[config.mk]
export PLATFORM = sky130hd
export DESIGN_NAME = vectored_interrupt_controller
export DESIGN_NICKNAME = d
export VERILOG_FILES = /design/src/rtl/vic_pkg.sv /design/src/rtl/vic_eval.sv /design/src/rtl/vectored_interrupt_controller.sv
export VERILOG_INCLUDE_DIRS = /design/src /design/src/rtl
export SDC_FILE = /design/constraint.sdc
export NUM_CORES = 1
export LEC_CHECK = 0
export BUFFER_PORTS_ARGS = -buffer_cell sky130_fd_sc_hd__buf_2
export CAP_MARGIN = 30
export CORE_UTILIZATION = 25
export CTS_CLUSTER_SIZE = 24
export DETAILED_ROUTE_END_ITERATION = 10
export PLACE_DENSITY_LB_ADDON = 0.3
export RECOVER_POWER = 50
export SETUP_SLACK_MARGIN = 0.15
export SLEW_MARGIN = 20
export SYNTH_ARGS = -nofsm -noshare
export SYNTH_HDL_FRONTEND = slang
export SYNTH_SLANG_ARGS = --single-unit
export TNS_END_PERCENT = 50
[constraint.sdc]
create_clock -name clk -period 2.7 [get_ports clk]
set_clock_uncertainty 0.2 [all_clocks]
set_input_delay 0.135 -clock clk [delete_from_list [all_inputs] [get_ports clk]]
set_output_delay 0.135 -clock clk [all_outputs]
set_load 0.01 [all_outputs]
[src/rtl/vectored_interrupt_controller_macros.svh]
// assertion macros for the vectored interrupt controller
// expects signals clk and arst_n in the scope of use
`ifndef VECTORED_INTERRUPT_CONTROLLER_MACROS_SVH
`define VECTORED_INTERRUPT_CONTROLLER_MACROS_SVH

`ifndef ASSERT_OFF

// checked at every rising clock edge, muted while reset is active
`define VIC_ASSERT(label, prop, msg) \
	label: assert property (@(posedge clk) disable iff (!arst_n) prop) else $error(msg);

// checked at every rising clock edge, including during reset
`define VIC_ASSERT_ALWAYS(label, prop, msg) \
	label: assert property (@(posedge clk) prop) else $error(msg);

`else

`define VIC_ASSERT(label, prop, msg)
`define VIC_ASSERT_ALWAYS(label, prop, msg)

`endif

`endif

[src/rtl/vic_pkg.sv]
// shared types, event codes and vector helper for the interrupt controller
// no dependencies
package vic_pkg;

	localparam int unsigned NUM_SOURCES = 5;
	localparam logic [6:0] VECTOR_BASE = 7'h40;

	// event codes, code seven is unused and ignored
	typedef enum logic [2:0] {
		FUNC_TICK    = 3'd0,
		FUNC_RAISE   = 3'd1,
		FUNC_WR_EN   = 3'd2,
		FUNC_WR_FLAG = 3'd3,
		FUNC_ENABLE  = 3'd4,
		FUNC_DISABLE = 3'd5,
		FUNC_HALT    = 3'd6
	} func_t;

	typedef struct packed {
		func_t       func;
		logic [15:0] pc_now;
		logic [2:0]  source;
		logic [7:0]  reg_value;
	} req_t;

	typedef struct packed {
		logic        taken;
		logic [6:0]  vector;
		logic [15:0] return_pc;
		logic [7:0]  enable_out;
		logic [7:0]  flags_out;
		logic        halted_out;
		logic        master_out;
	} rsp_t;

	typedef struct packed {
		logic [7:0] enable_mask;
		logic [7:0] pending_flags;
		logic       master_enable;
		logic       enable_pending;
		logic       halted;
	} state_t;

	// jump address of a source: base plus eight per source
	function automatic logic [6:0] vector_of(input logic [2:0] idx);
		return VECTOR_BASE + {1'b0, idx, 3'b000};
	endfunction

endpackage

[src/rtl/vic_eval.sv]
// next-state and result logic for one controller event
// depends on vic_pkg
module vic_eval import vic_pkg::*; (
	input  state_t st,
	input  req_t   req,
	output state_t st_next,
	output rsp_t   rsp
);

	logic [NUM_SOURCES-1:0] ready_src;
	logic                   found;
	logic [2:0]             idx;

	// lowest-numbered source that is pending and enabled
	always_comb begin
		ready_src = st.pending_flags[NUM_SOURCES-1:0] & st.enable_mask[NUM_SOURCES-1:0];
		found = |ready_src;
		idx = '0;
		for (int i = NUM_SOURCES - 1; i >= 0; i--) begin
			if (ready_src[i]) begin
				idx = 3'(i);
			end
		end
	end

	// event decode and state update
	always_comb begin
		st_next = st;
		rsp = '0;
		unique case (req.func)
			FUNC_TICK: begin
				if (st.halted && (st.pending_flags != 8'd0)) begin
					st_next.halted = 1'b0;
				end
				if (st.master_enable) begin
					if (found) begin
						rsp.taken = 1'b1;
						rsp.vector = vector_of(idx);
						rsp.return_pc = req.pc_now;
						st_next.pending_flags = st.pending_flags & ~(8'd1 << idx);
						st_next.halted = 1'b0;
						st_next.master_enable = 1'b0;
					end
					st_next.enable_pending = 1'b0;
				end
				if (st_next.enable_pending) begin
					st_next.master_enable = 1'b1;
				end
			end
			FUNC_RAISE: begin
				if (req.source < 3'(NUM_SOURCES)) begin
					st_next.pending_flags = st.pending_flags | (8'd1 << req.source);
				end
			end
			FUNC_WR_EN: begin
				st_next.enable_mask = req.reg_value;
			end
			FUNC_WR_FLAG: begin
				st_next.pending_flags = req.reg_value;
			end
			FUNC_ENABLE: begin
				st_next.enable_pending = 1'b1;
			end
			FUNC_DISABLE: begin
				st_next.master_enable = 1'b0;
			end
			FUNC_HALT: begin
				st_next.halted = 1'b1;
			end
			default: begin
			end
		endcase
		rsp.enable_out = st_next.enable_mask;
		rsp.flags_out = st_next.pending_flags;
		rsp.halted_out = st_next.halted;
		rsp.master_out = st_next.master_enable;
	end

endmodule

[src/rtl/vectored_interrupt_controller.sv]
// vectored interrupt controller, five sources, one event per transaction
// pipeline: the request is held in an input register, the response in an output register
// throughput: one transaction per cycle unless rsp_ready stalls; event logic is combinational
// reset: all controller state and both pipeline valids clear asynchronously
// depends on vic_pkg, vic_eval and the assertion macro header
`include "vectored_interrupt_controller_macros.svh"

module vectored_interrupt_controller import vic_pkg::*; (
	input  logic clk,
	input  logic arst_n,
	input  logic req_valid,
	output logic req_ready,
	input  req_t req,
	output logic rsp_valid,
	input  logic rsp_ready,
	output rsp_t rsp
);

	req_t   req_s1;
	logic   valid_s1;
	state_t state_q;
	state_t state_next;
	rsp_t   rsp_q;
	rsp_t   rsp_d;
	logic   rsp_valid_q;
	logic   advance;
	logic   rsp_taken;
	logic   vector_in_slot;
	logic   rsp_in_step;

	// the registered event moves on when the output slot is free or being drained
	assign advance = valid_s1 && (!rsp_valid_q || rsp_ready);
	assign req_ready = !valid_s1 || advance;

	vic_eval u_eval (
		.st      (state_q),
		.req     (req_s1),
		.st_next (state_next),
		.rsp     (rsp_d)
	);

	// input stage
	always_ff @(posedge clk or negedge arst_n) begin
		if (!arst_n) begin
			valid_s1 <= 1'b0;
		end else if (req_ready) begin
			valid_s1 <= req_valid;
		end
	end

	always_ff @(posedge clk) begin
		if (req_ready && req_valid) begin
			req_s1 <= req;
		end
	end

	// controller state and response valid
	always_ff @(posedge clk or negedge arst_n) begin
		if (!arst_n) begin
			state_q <= '0;
			rsp_valid_q <= 1'b0;
		end else begin
			if (advance) begin
				state_q <= state_next;
				rsp_valid_q <= 1'b1;
			end else if (rsp_ready) begin
				rsp_valid_q <= 1'b0;
			end
		end
	end

	// response payload
	always_ff @(posedge clk) begin
		if (advance) begin
			rsp_q <= rsp_d;
		end
	end

	assign rsp_valid = rsp_valid_q;
	assign rsp = rsp_q;

	// terms used by the checks below
	assign rsp_taken = rsp_valid_q && rsp_q.taken;
	assign vector_in_slot = (rsp_q.vector[2:0] == 3'd0) && (rsp_q.vector >= VECTOR_BASE) &&
		(rsp_q.vector <= 7'h60);
	assign rsp_in_step = (state_q.enable_mask == rsp_q.enable_out) &&
		(state_q.pending_flags == rsp_q.flags_out) &&
		(state_q.halted == rsp_q.halted_out) &&
		(state_q.master_enable == rsp_q.master_out);

	// a dispatch always leaves the cpu running with the master bit off
	`VIC_ASSERT(a_taken_clears, rsp_taken |-> !(rsp_q.halted_out || rsp_q.master_out), "halt set")

	// a dispatch vector is one of the five slots
	`VIC_ASSERT(a_vector_slot, rsp_taken |-> vector_in_slot, "vector outside slot table")

	// no dispatch means zero vector and return address
	`VIC_ASSERT(a_idle_zero, (rsp_valid_q && !rsp_q.taken) |-> (rsp_q.vector == 7'd0), "vector")
	`VIC_ASSERT(a_idle_pc, (rsp_valid_q && !rsp_q.taken) |-> (rsp_q.return_pc == 16'd0), "pc")

	// the held response mirrors the live controller state
	`VIC_ASSERT(a_state_mirror, rsp_valid_q |-> rsp_in_step, "response out of step with state")

endmodule
==> qor.log <==
INFO  run_status     status=complete, no violations
INFO  layout         layout-drive-gt1-share=0.211
INFO  timing         rsz_0062_raised_after_global_routing=no
INFO  floorplan      die_x=122um
INFO  worst_setup_path timing.critical_path.arrival=2.16ns
INFO  timing         relSlewSlack=0.133
INFO  global_routing grt_max_degree=31
INFO  flow_run       cap_viol_max_count=0
INFO  synth          synth-warning-count=0
INFO  worst_setup_path crit_buf_inv=1
INFO  floorplan      core.rowCount=43
INFO  worst_setup_path crit_path_max_incr_delay=0.54ns
INFO  floorplan      die_y=122um
INFO  route          detail_route.vias_per_cell=4.24
INFO  timing         hold_viol_final=0
INFO  floorplan      initial_core_util=0.257
INFO  clocking       cts_root_cell=clkbuf_16
INFO  pwr            p_comb_frac=0.148
INFO  global_routing global_route_wire_length_before_repair=11.6mm
INFO  pwr            power_leakage=1.79nW
INFO  clocking       clk_transition_reported_paths=0.06ns
INFO  route          drt-wirelength-per-cell=13.8um
INFO  timing         timing.final.crit_share=0.797
INFO  clocking       htree_num_levels=3
INFO  worst_setup_path worst_path_dominant_cell_family=flip-flops
INFO  clocking       cts_sinks=90
INFO  route          detail_route.drc_violations=0
INFO  placed_design  gp_congestion=0.798
INFO  floorplan      core=0.0139mm^2
INFO  pwr            switching_power_total=883uW
INFO  timing         timing.setup.tns=0ns
INFO  global_routing grt.total_usage=0.105
INFO  worst_setup_path worstPathMaxFanout=19
INFO  timing         max_slew.worst_pin.slew=1.30ns
INFO  pwr            power.share.clock=0.334
INFO  layout         areaGrowthSynthToFinish=31.7%
INFO  global_routing grt_overflow_total=0
INFO  worst_setup_path worst_setup_path_start_kind=flop
INFO  clocking       cts-buffers-inserted=9
INFO  route          drc_violation_total_after_the_first_tritonroute_iteration=123
INFO  clocking       tritoncts=yes
INFO  pwr            p_int=2.64mW
INFO  clocking       cts.path.max_buffers=2
INFO  route          dr.pass1.iters=4
INFO  worst_setup_path critical_path.slowest_cell=edfxtp_1
INFO  timing         finalWorstSetupSlack=0.549ns
INFO  layout         fin_nets=395
INFO  synth          postSynthRegisterBits=90
INFO  global_routing grt_antenna_before_repair=0
INFO  layout         number_of_antenna_diodes=0
INFO  route          total_routed_length=7.51mm
INFO  pwr            pwr_density_cell=747mW/mm^2
INFO  synth          post_synth_instance_area=0.00358mm^2
INFO  pwr            ir_drop=0.000259V
INFO  route          route.vias.total=2313
INFO  synth          synth.avg_cell_area=14.6um^2
INFO  synth          synthDistinctLibCells=43
INFO  timing         maxSlewViolCount=0
INFO  pwr            switching_share=0.250
INFO  global_routing number_of_global_route_vias_before_repair=2230
INFO  clocking       post-cts-setup-buffers=0
INFO  placed_design  pre_cts_slack=0.561ns
INFO  synth          syn-instance-count=245
INFO  placed_design  dp_hpwl=5.16mm
INFO  worst_setup_path worst_setup_path_end_kind=flop
INFO  timing         max_freq=465MHz
INFO  synth          part_of_the_yosys_area_used_for_sequential_elements=0.726
INFO  worst_setup_path critPathRequiredTime=2.71ns
INFO  layout         fillCellCount=1378
INFO  timing         count_of_final_setup_violators=0
INFO  timing         final_period_minus_worst_setup_slack=2.15ns
INFO  floorplan      io_pins=78
INFO  route          number_of_nets_with_antenna_violations_after_routing=0
INFO  placed_design  io_buffer_count=74
INFO  pwr            power_frac_seq=0.518
INFO  floorplan      floorplan.die_area=0.0148mm^2
INFO  worst_setup_path worstSetupPathType=reg -> reg
INFO  clocking       clk_latency=0.33ns
INFO  worst_hold_path hold_class=reg -> reg
INFO  layout         most_common_cell_after_layout_fill_and_taps_aside=edfxtp_1
INFO  layout         layout_common_cells=edfxtp_1 (69), nand2_1 (47), clkbuf_1 (45)
INFO  worst_setup_path path_cells=or3_4 > a311oi_4 > buf_4 > a21oi_2 > mux2_4
per-layer routing:
metal	vias up	routed length, um	track usage
met5	-	0	0
met4	0	107	0.0532
met3	5	243	0.0243
met2	51	3830	0.172
li1	1128	-	-
met1	1129	3330	0.130
cells in the mapped netlist:
cell	count	share of area
a22oi_1	3	0.0063
a21oi_1	4	0.0056
clkbuf_1	4	0.0042
o21bai_1	1	0.0021
buf_4	3	0.0063
nor3b_1	2	0.0042
a41oi_1	3	0.0073
a311oi_4	1	0.0073
o21ai_0	4	0.0056
conb_1	1	0.0010
a32o_1	2	0.0056
a211oi_1	1	0.0021
nand2b_1	3	0.0052
nor3b_2	1	0.0035
a22o_1	1	0.0024
and2b_1	1	0.0021
o311ai_0	1	0.0024
and2_2	7	0.015
a31oi_1	1	0.0017
a21boi_0	1	0.0021
nor2_1	6	0.0063
or3_4	1	0.0031
dfrtp_1	21	0.15
and2_1	11	0.019
edfxtp_1	69	0.58
nor3_1	2	0.0028
buf_1	1	0.0010
mux2_2	14	0.044
clkinv_1	1	0.0010
nor4_1	2	0.0035
o41ai_1	4	0.0098
nand3b_1	1	0.0021
a21oi_2	1	0.0024
a311oi_1	1	0.0024
buf_6	3	0.0094
nor2b_1	1	0.0017
o211ai_1	4	0.0084
inv_1	5	0.0052
nand2_1	47	0.049
nand3_1	2	0.0028
mux2_4	1	0.0042
and3_2	1	0.0021
buf_2	1	0.0014
area by class of cell:
cell class / count / area [um^2] / area share
well taps: 180 / 225 / 0.0478
clock buffers: 11 / 233 / 0.0493
flip-flops and latches: 90 / 2600 / 0.551
inverters: 6 / 22.5 / 0.00478
repair buffers: 115 / 707 / 0.150
multi-input cells: 139 / 887 / 0.188
clock inverters: 4 / 43.8 / 0.00929
path summary, 6_finish.rpt:
kind                                   from          end  slack [ns]  cells past startpoint
worst min-delay path            state_q[17]  state_q[17]        0.28                      2
worst max register to register   req_s1[29]   state_q[2]        0.55                      5
max in group asynchronous            arst_n   state_q[2]        1.12                      2
worst min register to register  state_q[17]  state_q[17]        0.28                      2
min in group asynchronous            arst_n   state_q[9]        0.42                      2
worst max-delay path             req_s1[29]   state_q[2]        0.55                      5
per-stage QoR:
step,util,instances,power (mW),instance area [um^2],hold slack [ns]
5_1_grt,0.338,545,3.70,4720,0.295
3_5_place_dp,0.298,496,2.36,4160,-0.0403
3_3_place_gp,0.298,496,2.34,4160,-0.0464
4_1_cts,0.342,545,3.58,4770,0.137
2_1_floorplan,-,247,2.16,3590,-0.361
6_report,0.338,545,3.52,4720,0.276
registers in the layout (all words and copies together) (netlist names):
register,count
req_s1,30
rsp,39
rsp_valid,1
state_q,19
valid_s1,1
power groups by stage:
stage / Clock (mW) / Combinational [mW] / Sequential (mW)
2_1_floorplan: 0 / 0.309 / 1.85
3_3_place_gp: 0 / 0.493 / 1.85
3_5_place_dp: 0 / 0.506 / 1.85
4_1_cts: 1.21 / 0.546 / 1.82
5_1_grt: 1.27 / 0.582 / 1.85
6_report: 1.18 / 0.520 / 1.83
logic make-up (layout without fill, tap and decap cells):
family | count (synthesis) | in the layout | synth area share
and+or+nand+nor | 88 | 88 | 0.123
other | 1 | 3 | 0.00105
DFF | 90 | 90 | 0.726
muxes | 15 | 15 | 0.0482
AOI/OAI and AO/OA | 33 | 33 | 0.0738
buffers and inverters | 18 | 136 | 0.0287
worst min-delay path: cells and delay by family, from the launching register on:
kind	cells	cell delay [ns]
flops	1	0.34
simple gates	2	0.11
what timing repair did:
item	4_1_cts	5_1_grt
hold endpoints to repair	53	0
hold buffers	34	0
gates resized for setup	0	0
No activity file was read; power rests on OpenSTA's default activity.
